`src/sv/alle_pkg.sv`:
```
// Package with the types, constants and helper functions of the linked list engine.
package alle_pkg;

  localparam int ENTRIES     = 16;
  localparam int VALUE_BITS  = 32;
  localparam int MAX_RESULTS = 16;
  localparam int WORD_BITS   = 32;

  localparam int IDX_W       = $clog2(ENTRIES + 1);
  localparam int ADDR_W      = (ENTRIES > 1) ? $clog2(ENTRIES) : 1;
  localparam int WALK_LIMIT  = (MAX_RESULTS < ENTRIES) ? MAX_RESULTS : ENTRIES;
  localparam int CNT_W       = (WALK_LIMIT > 1) ? $clog2(WALK_LIMIT) : 1;
  localparam int QUEUE_DEPTH = 2;

  typedef enum logic [1:0] {
    OP_PUSH_FRONT = 2'd0,
    OP_POP_FRONT  = 2'd1,
    OP_PUSH_BACK  = 2'd2,
    OP_TRAVERSE   = 2'd3
  } op_t;

  typedef enum logic [1:0] {
    ST_DONE  = 2'd0,
    ST_FULL  = 2'd1,
    ST_EMPTY = 2'd2
  } status_t;

  typedef enum logic [1:0] {
    S_IDLE,
    S_LOOKUP,
    S_LINK_TAIL,
    S_WALK
  } state_t;

  typedef struct packed {
    op_t                   op;
    logic                  is_push;
    logic [VALUE_BITS-1:0] value;
  } cmd_t;

  function automatic logic [VALUE_BITS-1:0] fit_value(input logic signed [WORD_BITS-1:0] raw);
    return VALUE_BITS'(raw);
  endfunction

  function automatic logic [WORD_BITS-1:0] word_value(input logic [VALUE_BITS-1:0] v);
    logic signed [VALUE_BITS-1:0] s;
    s = v;
    return WORD_BITS'(s);
  endfunction

endpackage

```
`src/sv/alle_if.sv`:
```
// Valid/ready channel interfaces for the input words and the result words.
interface alle_in_if import alle_pkg::*; (input logic clk);
  logic                        valid;
  logic                        ready;
  logic [1:0]                  opcode;
  logic signed [WORD_BITS-1:0] value_in;

  modport source (output valid, opcode, value_in, input ready);
  modport sink (input valid, opcode, value_in, output ready);
endinterface

interface alle_out_if import alle_pkg::*; (input logic clk);
  logic                        valid;
  logic                        ready;
  logic signed [WORD_BITS-1:0] value_out;
  logic                        has_value;
  logic                        last;
  logic [1:0]                  status;
  logic                        is_empty;
  logic                        is_full;

  modport source (output valid, value_out, has_value, last, status, is_empty, is_full,
                  input ready);
  modport sink (input valid, value_out, has_value, last, status, is_empty, is_full,
                output ready);
endinterface

```
`src/sv/alle_front.sv`:
```
// Front end: accepts input words, decodes them into commands and queues them.
module alle_front import alle_pkg::*; (
  input  logic       clk,
  input  logic       rst,
  alle_in_if.sink    item,
  output cmd_t       cmd,
  output logic       cmd_valid,
  input  logic       cmd_take
);

  localparam int PTR_W = $clog2(QUEUE_DEPTH);
  localparam int CNT_BITS = $clog2(QUEUE_DEPTH + 1);

  cmd_t                slots [QUEUE_DEPTH];
  logic [PTR_W-1:0]    wr_ptr;
  logic [PTR_W-1:0]    rd_ptr;
  logic [CNT_BITS-1:0] count;
  cmd_t                decoded;
  logic                push;
  logic                pop;

  always_comb begin
    decoded.op      = op_t'(item.opcode);
    decoded.is_push = (decoded.op == OP_PUSH_FRONT) || (decoded.op == OP_PUSH_BACK);
    decoded.value   = fit_value(item.value_in);
  end

  assign item.ready = (count != CNT_BITS'(QUEUE_DEPTH));
  assign push       = item.valid && item.ready;
  assign cmd_valid  = (count != '0);
  assign pop        = cmd_valid && cmd_take;
  assign cmd        = slots[rd_ptr];

  always_ff @(posedge clk) begin
    if (push) begin
      slots[wr_ptr] <= decoded;
    end
  end

  always_ff @(posedge clk) begin
    if (rst) begin
      wr_ptr <= '0;
      rd_ptr <= '0;
      count  <= '0;
    end else begin
      if (push) begin
        wr_ptr <= (wr_ptr == PTR_W'(QUEUE_DEPTH - 1)) ? '0 : wr_ptr + PTR_W'(1);
      end
      if (pop) begin
        rd_ptr <= (rd_ptr == PTR_W'(QUEUE_DEPTH - 1)) ? '0 : rd_ptr + PTR_W'(1);
      end
      if (push && !pop) begin
        count <= count + CNT_BITS'(1);
      end else if (pop && !push) begin
        count <= count - CNT_BITS'(1);
      end
    end
  end

endmodule

```
`src/sv/alle_back.sv`:
```
// Back end: executes list commands on the link and value memories and registers results.
module alle_back import alle_pkg::*; (
  input  logic       clk,
  input  logic       rst,
  input  cmd_t       cmd,
  input  logic       cmd_valid,
  output logic       cmd_take,
  alle_out_if.source result
);

  state_t                state, state_next;
  logic [IDX_W-1:0]      head, head_next;
  logic [IDX_W-1:0]      tail, tail_next;
  logic [IDX_W-1:0]      free_head, free_next;
  logic [IDX_W-1:0]      addr, addr_next;
  logic [CNT_W-1:0]      cnt, cnt_next;
  cmd_t                  cur;

  logic [IDX_W-1:0]      link_mem [ENTRIES];
  logic [ENTRIES-1:0]    link_valid;
  logic [VALUE_BITS-1:0] val_mem [ENTRIES];
  logic [IDX_W-1:0]      link_q;
  logic [VALUE_BITS-1:0] val_q;

  logic [ADDR_W-1:0]     raddr;
  logic                  lwe;
  logic [ADDR_W-1:0]     lwaddr;
  logic [IDX_W-1:0]      lwdata;
  logic                  vwe;

  logic                  out_free;
  logic                  emit;
  logic [WORD_BITS-1:0]  e_value;
  logic                  e_has;
  logic                  e_last;
  status_t               e_status;
  logic                  e_empty;
  logic                  e_full;

  logic                  list_empty;
  logic                  store_full;
  logic                  link_end;
  logic                  walk_fin;

  assign out_free   = !result.valid || result.ready;
  assign list_empty = (head >= IDX_W'(ENTRIES));
  assign store_full = (free_head >= IDX_W'(ENTRIES));
  assign link_end   = (link_q >= IDX_W'(ENTRIES));
  assign walk_fin   = link_end || (cnt == CNT_W'(WALK_LIMIT - 1));

  always_ff @(posedge clk) begin
    if (rst) begin
      state     <= S_IDLE;
      head      <= IDX_W'(ENTRIES);
      tail      <= IDX_W'(ENTRIES);
      free_head <= '0;
      addr      <= '0;
      cnt       <= '0;
    end else begin
      state     <= state_next;
      head      <= head_next;
      tail      <= tail_next;
      free_head <= free_next;
      addr      <= addr_next;
      cnt       <= cnt_next;
    end
  end

  always_ff @(posedge clk) begin
    if (cmd_take) begin
      cur <= cmd;
    end
  end

  always_comb begin
    state_next = state;
    head_next  = head;
    tail_next  = tail;
    free_next  = free_head;
    addr_next  = addr;
    cnt_next   = cnt;
    cmd_take   = 1'b0;
    raddr      = addr[ADDR_W-1:0];
    lwe        = 1'b0;
    lwaddr     = addr[ADDR_W-1:0];
    lwdata     = head;
    vwe        = 1'b0;
    emit       = 1'b0;
    e_value    = '0;
    e_has      = 1'b0;
    e_last     = 1'b1;
    e_status   = ST_DONE;
    e_empty    = list_empty;
    e_full     = store_full;

    unique case (state)
      S_IDLE: begin
        if (cmd_valid && out_free) begin
          cmd_take = 1'b1;
          if (cmd.is_push) begin
            if (store_full) begin
              emit     = 1'b1;
              e_status = ST_FULL;
            end else begin
              raddr      = free_head[ADDR_W-1:0];
              addr_next  = free_head;
              state_next = S_LOOKUP;
            end
          end else if (cmd.op == OP_POP_FRONT) begin
            if (list_empty) begin
              emit     = 1'b1;
              e_status = ST_EMPTY;
            end else begin
              raddr      = head[ADDR_W-1:0];
              addr_next  = head;
              state_next = S_LOOKUP;
            end
          end else begin
            if (list_empty) begin
              emit = 1'b1;
            end else begin
              raddr      = head[ADDR_W-1:0];
              addr_next  = head;
              cnt_next   = '0;
              state_next = S_WALK;
            end
          end
        end
      end
      S_LOOKUP: begin
        if (out_free) begin
          lwe = 1'b1;
          if (cur.op == OP_PUSH_FRONT) begin
            vwe        = 1'b1;
            free_next  = link_q;
            lwdata     = head;
            head_next  = addr;
            if (list_empty) begin
              tail_next = addr;
            end
            emit       = 1'b1;
            e_empty    = 1'b0;
            e_full     = link_end;
            state_next = S_IDLE;
          end else if (cur.op == OP_PUSH_BACK) begin
            vwe       = 1'b1;
            free_next = link_q;
            lwdata    = IDX_W'(ENTRIES);
            if (list_empty) begin
              head_next  = addr;
              tail_next  = addr;
              emit       = 1'b1;
              e_empty    = 1'b0;
              e_full     = link_end;
              state_next = S_IDLE;
            end else begin
              state_next = S_LINK_TAIL;
            end
          end else begin
            free_next = addr;
            lwdata    = free_head;
            head_next = link_q;
            if (link_end) begin
              tail_next = IDX_W'(ENTRIES);
            end
            emit       = 1'b1;
            e_empty    = link_end;
            e_full     = 1'b0;
            state_next = S_IDLE;
          end
        end
      end
      S_LINK_TAIL: begin
        if (out_free) begin
          if (tail < IDX_W'(ENTRIES)) begin
            lwe    = 1'b1;
            lwaddr = tail[ADDR_W-1:0];
            lwdata = addr;
          end
          tail_next  = addr;
          emit       = 1'b1;
          state_next = S_IDLE;
        end
      end
      S_WALK: begin
        if (out_free) begin
          emit    = 1'b1;
          e_value = word_value(val_q);
          e_has   = 1'b1;
          e_last  = walk_fin;
          if (walk_fin) begin
            state_next = S_IDLE;
          end else begin
            addr_next = link_q;
            raddr     = link_q[ADDR_W-1:0];
            cnt_next  = cnt + CNT_W'(1);
          end
        end
      end
      default: begin
        state_next = S_IDLE;
      end
    endcase
  end

  always_ff @(posedge clk) begin
    if (lwe) begin
      link_mem[lwaddr] <= lwdata;
    end
    if (vwe) begin
      val_mem[addr[ADDR_W-1:0]] <= cur.value;
    end
    link_q <= link_valid[raddr] ? link_mem[raddr] : IDX_W'(raddr) + IDX_W'(1);
    val_q  <= val_mem[raddr];
  end

  always_ff @(posedge clk) begin
    if (rst) begin
      link_valid <= '0;
    end else if (lwe) begin
      link_valid[lwaddr] <= 1'b1;
    end
  end

  always_ff @(posedge clk) begin
    if (rst) begin
      result.valid <= 1'b0;
    end else if (emit) begin
      result.valid <= 1'b1;
    end else if (result.ready) begin
      result.valid <= 1'b0;
    end
  end

  always_ff @(posedge clk) begin
    if (emit) begin
      result.value_out <= e_value;
      result.has_value <= e_has;
      result.last      <= e_last;
      result.status    <= e_status;
      result.is_empty  <= e_empty;
      result.is_full   <= e_full;
    end
  end

endmodule

```
`src/sv/array_linked_list_engine_unit.sv`:
```
// Top level of the array-based linked list engine with a free list.
// A singly linked list lives in a fixed store of ENTRIES nodes; free nodes are chained
// through the same link memory. Each input word pushes at the front, pops the front,
// appends at the back or walks the list; every operation reports done, full or empty
// together with the list's empty and full flags. Input words go into a two-word command
// queue, so the port keeps taking words while the engine works or a result waits, until
// the queue is full. The link memory has one write port and a registered read port: push
// front and pop pass through S_IDLE and S_LOOKUP, an append to a non-empty list also
// through S_LINK_TAIL, and a traverse emits one node per S_WALK step (at most WALK_LIMIT
// nodes). A rejected push and a pop or traverse of an empty list are answered in S_IDLE.
// After reset the link memory reads as a free chain of all nodes, with no clearing pass.
module array_linked_list_engine_unit import alle_pkg::*; (
  input  logic       clk,
  input  logic       rst,
  alle_in_if.sink    item,
  alle_out_if.source result
);

  cmd_t cmd;
  logic cmd_valid;
  logic cmd_take;

  alle_front u_front (
    .clk       (clk),
    .rst       (rst),
    .item      (item),
    .cmd       (cmd),
    .cmd_valid (cmd_valid),
    .cmd_take  (cmd_take)
  );

  alle_back u_back (
    .clk       (clk),
    .rst       (rst),
    .cmd       (cmd),
    .cmd_valid (cmd_valid),
    .cmd_take  (cmd_take),
    .result    (result)
  );

endmodule
```
`src/flat_wrapper.sv`:
```
// flat-port wrapper written by rule: the top's interface ports become plain ports
module array_linked_list_engine_unit_flat import alle_pkg::*;
  (clk, rst, item_valid, item_opcode, item_value_in, item_ready, result_valid, result_value_out, result_has_value, result_last, result_status, result_is_empty, result_is_full, result_ready);
  alle_in_if item_i (.clk(clk));
  alle_out_if result_i (.clk(clk));
  input  logic clk;
  input  logic rst;
  input wire logic [$bits(item_i.valid)-1:0] item_valid;
  input wire logic [$bits(item_i.opcode)-1:0] item_opcode;
  input wire logic [$bits(item_i.value_in)-1:0] item_value_in;
  output wire logic [$bits(item_i.ready)-1:0] item_ready;
  output wire logic [$bits(result_i.valid)-1:0] result_valid;
  output wire logic [$bits(result_i.value_out)-1:0] result_value_out;
  output wire logic [$bits(result_i.has_value)-1:0] result_has_value;
  output wire logic [$bits(result_i.last)-1:0] result_last;
  output wire logic [$bits(result_i.status)-1:0] result_status;
  output wire logic [$bits(result_i.is_empty)-1:0] result_is_empty;
  output wire logic [$bits(result_i.is_full)-1:0] result_is_full;
  input wire logic [$bits(result_i.ready)-1:0] result_ready;
  assign item_i.valid = item_valid;
  assign item_i.opcode = item_opcode;
  assign item_i.value_in = item_value_in;
  assign item_ready = item_i.ready;
  assign result_valid = result_i.valid;
  assign result_value_out = result_i.value_out;
  assign result_has_value = result_i.has_value;
  assign result_last = result_i.last;
  assign result_status = result_i.status;
  assign result_is_empty = result_i.is_empty;
  assign result_is_full = result_i.is_full;
  assign result_i.ready = result_ready;
  array_linked_list_engine_unit u_core (.clk(clk), .rst(rst), .item(item_i), .result(result_i));
endmodule
```
`config.mk`:
```
export PLATFORM = sky130hd
export DESIGN_NAME = array_linked_list_engine_unit_flat
export DESIGN_NICKNAME = d
export VERILOG_FILES = /design/src/sv/alle_pkg.sv /design/src/sv/alle_if.sv /design/src/sv/alle_front.sv /design/src/sv/alle_back.sv /design/src/sv/array_linked_list_engine_unit.sv /design/src/flat_wrapper.sv
export SDC_FILE = /design/constraint.sdc
export NUM_CORES = 1
export LEC_CHECK = 0
export BUFFER_PORTS_ARGS = -buffer_cell sky130_fd_sc_hd__buf_2
export CAP_MARGIN = 20
export CORE_UTILIZATION = 25
export DETAILED_ROUTE_END_ITERATION = 8
export PLACE_DENSITY = 0.37
export SYNTH_ARGS = -nofsm -noshare
export SYNTH_HDL_FRONTEND = slang
export SYNTH_SLANG_ARGS = --single-unit
```
`constraint.sdc`:
```
create_clock -name clk -period 8.35 [get_ports clk]
set_clock_uncertainty 0.1 [all_clocks]
set_input_delay 0 -clock clk [delete_from_list [all_inputs] [get_ports clk]]
set_output_delay 0 -clock clk [all_outputs]
set_load 0.02 [all_outputs]
```
==> results of run 1 <==
-- worst max-delay path by stage --
stage | from | endpoint | slack, ns | cells after the start
6_report | u_core.u_back.state[0] | u_core.u_back.val_q[2] | 2.72 | 14
4_1_cts | u_core.u_back.state[0] | u_core.u_back.val_q[19] | 2.57 | 14
3_5_place_dp | u_core.u_back.state[0] | u_core.u_back.val_q[19] | 2.61 | 14
3_3_place_gp | u_core.u_back.state[0] | u_core.u_back.val_q[3] | 2.80 | 14
2_1_floorplan | u_core.u_back.result.valid | u_core.u_back.link_q[1] | 2.37 | 10
5_1_grt | u_core.u_back.state[0] | u_core.u_back.val_q[3] | 2.19 | 14
-- flip-flops by register name (all words and copies together), names as in the netlist, 16 cells and up, named ones only --
| register | flops |
|---|---|
| u_core.u_back.cur | 34 |
| u_core.u_back.link_mem | 80 |
| u_core.u_back.link_valid | 16 |
| u_core.u_back.result.value_out | 32 |
| u_core.u_back.val_mem | 512 |
| u_core.u_back.val_q | 32 |
| u_core.u_front.slots | 70 |
-- repair_timing --
action | CTS | global route
buffers inserted | 0 | 0
resized for setup | 0 | 0
hold buffers | 70 | 0
endpoints found under the hold margin | 123 | 0
-- cell usage after synthesis (all sizes together) (7+ instances only) --
| cell type | number |
|---|---|
| inv | 13 |
| and3 | 49 |
| buf | 38 |
| ha | 8 |
| mux2i | 35 |
| a32oi | 32 |
| clkbuf | 100 |
| dfxtp | 85 |
| a311oi | 13 |
| o21ai | 118 |
| nor3 | 11 |
| nand2b | 13 |
| a22oi | 10 |
| o31ai | 7 |
| edfxtp | 734 |
| nand3 | 87 |
| nor2 | 101 |
| nand2 | 430 |
| a31oi | 101 |
| a21oi | 24 |
| nor2b | 41 |
| mux2 | 101 |
| a211oi | 49 |
-- logic make-up after synthesis --
| family | count (synthesis) | synth area share (%) |
|---|---|---|
| compound gates | 387 | 7.88 |
| xor+xnor | 5 | 0.137 |
| fa+ha+maj | 8 | 0.314 |
| buf+inv | 152 | 2.00 |
| flops | 819 | 74.5 |
| mux | 139 | 4.91 |
| simple gates | 750 | 10.2 |
-- power groups by stage --
stage                     clock (mW)  sequential, mW  combinational [mW]
after floorplan                    0            5.72                2.32
after CTS                       4.14            5.70                3.80
after detailed placement           0            5.78                3.76
after global routing            4.29            5.77                4.11
final                           4.01            5.70                3.71
after global placement             0            5.77                3.72
-- layer usage --
metal	vias up	routed length (microns)
li1	8776	-
met1	9662	43300
met2	377	44700
met3	87	3550
met4	0	1540
met5	-	0
-- critical path, delay by kind of cell, from the launching register on --
kind            cells  cell delay [ns]
buf+inv             5             2.31
simple gates        2             0.59
fa+ha+maj           1             0.47
mux                 1             0.40
compound gates      5             1.14
flops               1             0.38
-- cell type report --
cell class	instances	area [sq um]	share of cell area (%)
timing repair buffer	195	1460	3.86
inverter	14	55.1	0.145
clock buffer	121	2400	6.33
multi-input combinational	1289	7670	20.2
clock inverter	42	543	1.43
tap	1650	2060	5.44
sequential	819	23700	62.6
==> reports/results.ini, run 1 <==
[placement]
place_ws_ns=2.61
place.gp.congestion=0.749
portBuffers=77
place_inst=3896
place_hpwl_mm=47.1
placed_area_sq_um=34300

[sta]
tightest_slew_ns=1.05
drv_slew=0
maxSlewHeadroom_pct=30.1
setup_slack_ns=2.72
max_freq_mhz=178
hold-worst-slack_ns=0.0597
finalCritPeriodShare_pct=67.5
hold_violations=0
min_period_ns=5.63
rsz0062_at_grt=no
setup_viol=0
fin_tns_setup_ns=0

[grt]
grt_pass1_vias=19300
grt_pass1_wl_mm=136
gr-total-overflow=0
busiest_layer=met2
groute.layer.met3.usage_pct=2.10
antenna_found_initial=4
use_met1_pct=19.3
use_met2_pct=24.0
grt_util_all_layers_pct=14.4
grt_max_degree=132

[logic_synthesis]
synth_edf_count=734
ys_seq_elements=819
ys_seq_area_share_pct=74.5
syn-cell-area_sq_um=31900
synth_cells=2260
ys_warn_count=0
synth_area_leaders=edfxtp_1, dfxtp_1, nand2_1
synthFlopType=edfxtp_1
syn_nets=2306
yosysUniqueCellTypes=58
synth_top_cell_area_share_pct=69.2
synthArstFlopShare_pct=0
synth_largest_area_cell=edfxtp_1
avgSynthCellArea_sq_um=14.1

[power_and_ir_drop]
p_int_mw=8.82
combPwrFrac_pct=27.6
seqPwrFrac_pct=42.5
p_sw_share_pct=34.3
vdd_drop_max_uv=249
pwr-share-clk_pct=29.9
power_density_nw_per_um2=354
p_switching_mw=4.61
p_total_mw=13.4
p_leak_nw=12.7

[cts]
cts_buffers=89
cts_tree=built
cts_root_buffer=clkbuf_16
clock_sinks=819
htreeDepth=3
clkTransAtPathRegs_ns=0.06
insertion_delay_ns=0.68
cts_buffer_depth=3

[worst_setup_path]
cp_max_fo=131
critPathLaunchType=flop
cp_data_required_time_ns=8.80
reg2reg_to=u_core.u_back.val_q[2]
slowest_stage=buf_4
worstSetupPathType=flop to flop
max_stage_delay_ns=0.72
r2r-start=u_core.u_back.state[0]
worstPathArrival_ns=6.09
r2r_cells=14
reg2reg_slack_ns=2.72
crit_chain=inv_1 -> ha_1 -> inv_1 -> a31oi_1 -> or3_1 -> a222oi_1 -> buf_4 -> buf_12 -> buf_4 -> mux2_2 -> o21ai_0 -> a31oi_1 -> a32oi_1 -> nand2_1
cp-end-kind=flop

[cells_and_area]
fillCellCount=12600
final_cell_area_sq_um=37900
fin_cells=4130
drive_gt1_share_pct=15.7
fin_nets=2454
final_cell_mix=edfxtp_1, nand2_1, o21ai_0, a31oi_1, mux2_2
diodes=0
syn_to_final_growth_pct=19.1
layout_commonest_cell=edfxtp_1
final_util_pct=30.1

[routing]
drtPass1Iterations=5
remaining_drc_errors=0
avgViaCountPerCell=4.58
vias=18900
antenna_left=0
routedWlPerCell_microns=22.5
drt_iter0_markers=1394
drt-total-wl_mm=93.0

[worst_hold_path]
hp-class=primary input to flop
hold_path_end=u_core.u_front.slots[0][1]
hold-path-cell-count=2
min_from=item_value_in[1]

[floorplan]
die_x_microns=359
rows=130
fp.dieH_microns=359
ioPinCount=78
initial_core_util_pct=25.3
dieArea_sq_um=129000
core_area_sq_um=126000

[flow_run]
maxCapViolCount=0

[run_status]
status=completed

No activity file was read; power rests on OpenSTA's default activity.
==> run 2: changes to the inputs <==
ABC_AREA = 1   (was unset)
clock period = 5.6 ns   (was 8.35 ns; I/O delays follow)
==> run 2 against run 1 <==
Against the previous run:
- routed wire length grew 5.8%
- area after synthesis grew 3.5%
- global-route usage grew 0.38 points
- register-to-register slack lost 1.2 ns
- synthesized cell count grew 13%
- total power grew 70%
- design area grew 4.0%
- die area grew 3.5%
- first-iteration DRC count grew 19%
- critical endpoint is now u_core.u_back.val_q[29]
- largest cell class unchanged
==> reports/results.ini, run 2 <==
[worst_setup_path]
cp_data_required_time_ns=6.11
reg2reg_to=u_core.u_back.val_q[29]
slowest_stage=ha_1
crit_chain=inv_1 -> ha_1 -> inv_1 -> nand2_4 -> nand2_8 -> inv_6 -> buf_12 -> o21ai_0 -> o211ai_1 -> nand3_1 -> nand2_1
reg2reg_slack_ns=1.54
r2r-start=u_core.u_back.state[0]
max_stage_delay_ns=0.57
worstSetupPathType=flop to flop
cp_num_buf_inv=4
r2r_cells=11
cp_max_fo=81
worstPathArrival_ns=4.57
cp-end-kind=flop
critPathLaunchType=flop
critPathTopFamily=buffers and inverters
critPathMostFrequentCell=inv_1

[cells_and_area]
layout_commonest_cell=edfxtp_1
largest_reg_flops=512
fin_cells=4534
syn_to_final_growth_pct=19.7
drive_gt1_share_pct=13.4
multiInputGateArea_sq_um=8000
final_cell_area_sq_um=39500
diodes=0
seq_area_sq_um=23700
final_cell_mix=edfxtp_1, nand2_1, nand3_1, o211ai_1, inv_1
fillCellCount=13200
fin_nets=2754

[flow_run]
maxCapViolCount=0

[cts]
cts_setup_buffers=0
cts_buffer_depth=3
cts_hold_buffers=71
clock_sinks=819
cts_resized=0
cts_buffers=97
cts_tree=built
insertion_delay_ns=0.71
clkTransAtPathRegs_ns=0.06
cts_root_buffer=clkbuf_16
htreeDepth=3

[placement]
placed_area_sq_um=35400
place.gp.congestion=0.810
place_hpwl_mm=53.5
portBuffers=77
place_inst=4279

[sta]
min_period_ns=4.06
max_freq_mhz=246
finalCritPeriodShare_pct=72.5
maxSlewHeadroom_pct=28.9
fin_tns_setup_ns=0
hold-worst-slack_ns=0.0540
setup_viol=0
drv_slew=0
rsz0062_at_grt=no
tightest_slew_ns=1.06
hold_violations=0

[logic_synthesis]
avgSynthCellArea_sq_um=12.9
yosysUniqueCellTypes=42
synth_top_cell_area_share_pct=66.9
synth_area_leaders=edfxtp_1, o211ai_1, dfxtp_1
synth_cells=2564
ys_seq_elements=819
syn-cell-area_sq_um=33000
synth_edf_count=734
syn_nets=2610
synthFlopType=edfxtp_1
synthArstFlopShare_pct=0
synth_common_cells=edfxtp_1, nand2_1, nand3_1
synth_largest_area_cell=edfxtp_1
ys_seq_area_share_pct=72.0
yosys.cell_count.top_type=edfxtp_1
ys_warn_count=0

[power_and_ir_drop]
power_density_nw_per_um2=579
p_leak_nw=13.4
p_total_mw=22.9
vdd_drop_max_uv=581

[floorplan]
core_area_sq_um=130000
dieArea_sq_um=133000
die_x_microns=365
rows=132
ioPinCount=78
fp.dieH_microns=365
initial_core_util_pct=25.3

[routing]
drtPass1Iterations=5
remaining_drc_errors=0
avgViaCountPerCell=4.54
drt-total-wl_mm=98.5
antenna_left=0
drt_iter0_markers=1655
vias=20600
routedWlPerCell_microns=21.7

[grt]
gr-total-overflow=0
antenna_found_initial=3
grt_pass1_wl_mm=144
grt_max_degree=98
grt_pass1_vias=21000
grt_util_all_layers_pct=14.7

[worst_hold_path]
hold_path_end=u_core.u_front.slots[1][32]
hp-class=primary input to flop
min_from=item_opcode[0]
hold-path-cell-count=3

[run_status]
status=completed

[run 2: cell count changes in the layout (fill, tap and decap cells not counted), moves of 93 or more]
cell      before  now
a31oi_1      101    8
inv_1         12  145
mux2_2        99    0
nand2_1      429  312
nand3_1       87  280
o211ai_1       1  259
[run 2: worst min-delay path: cells and delay by family]
kind     cells  cell delay [ns]
buf+inv      3             0.74
[run 2: area by class of cell]
class / count / area share (%)
clock buffers: 126 / 6.81
inverters: 152 / 1.46
multi-input cells: 1440 / 20.3
repair buffers: 198 / 4.04
well taps: 1742 / 5.52
clock inverters: 57 / 1.74
flip-flops and latches: 819 / 60.1
[run 2: worst max-delay path by stage]
| stage | endpoint | cells past startpoint | start |
|---|---|---|---|
| after floorplan | u_core.u_back.result.has_value | 7 | u_core.u_back.state[1] |
| after global placement | u_core.u_back.val_q[24] | 14 | u_core.u_back.state[0] |
| after detailed placement | u_core.u_back.val_q[1] | 11 | u_core.u_back.state[0] |
| after CTS | u_core.u_back.val_q[29] | 11 | u_core.u_back.state[0] |
| after global routing | u_core.u_back.val_q[1] | 11 | u_core.u_back.state[0] |
| final | u_core.u_back.val_q[29] | 11 | u_core.u_back.state[0] |
[run 2: kinds of logic after synthesis]
family          after synthesis  share of synthesized area [%]
simple gates               1023                           15.0
flops                       819                           72.0
compound gates              406                           8.36
buf+inv                     305                           4.22
fa+ha+maj                     8                          0.304
xor+xnor                      3                         0.0797
[run 2: layer usage]
metal,routed length (microns),vias up,GRT usage (%)
li1,-,9591,-
met4,1720,0,4.02
met1,47000,10400,20.9
met2,44900,518,23.2
met5,0,-,0
met3,4770,126,2.35
[run 2: where the power goes]
| part | total (mW) | switching [mW] | internal (mW) |
|---|---|---|---|
| Sequential | 8.81 | 0.770 | 8.04 |
| Clock | 6.64 | 2.65 | 4.00 |
| Combinational | 7.40 | 5.25 | 2.15 |
| Total | 22.9 | 8.67 | 14.2 |
[run 2: through the flow]
step	utilization [%]	worst slack, ns
floorplan	-	1.73
global placement	27.1	1.62
detailed placement	27.2	1.57
CTS	30.3	1.53
global route	30.3	1.26
finish	30.3	1.54
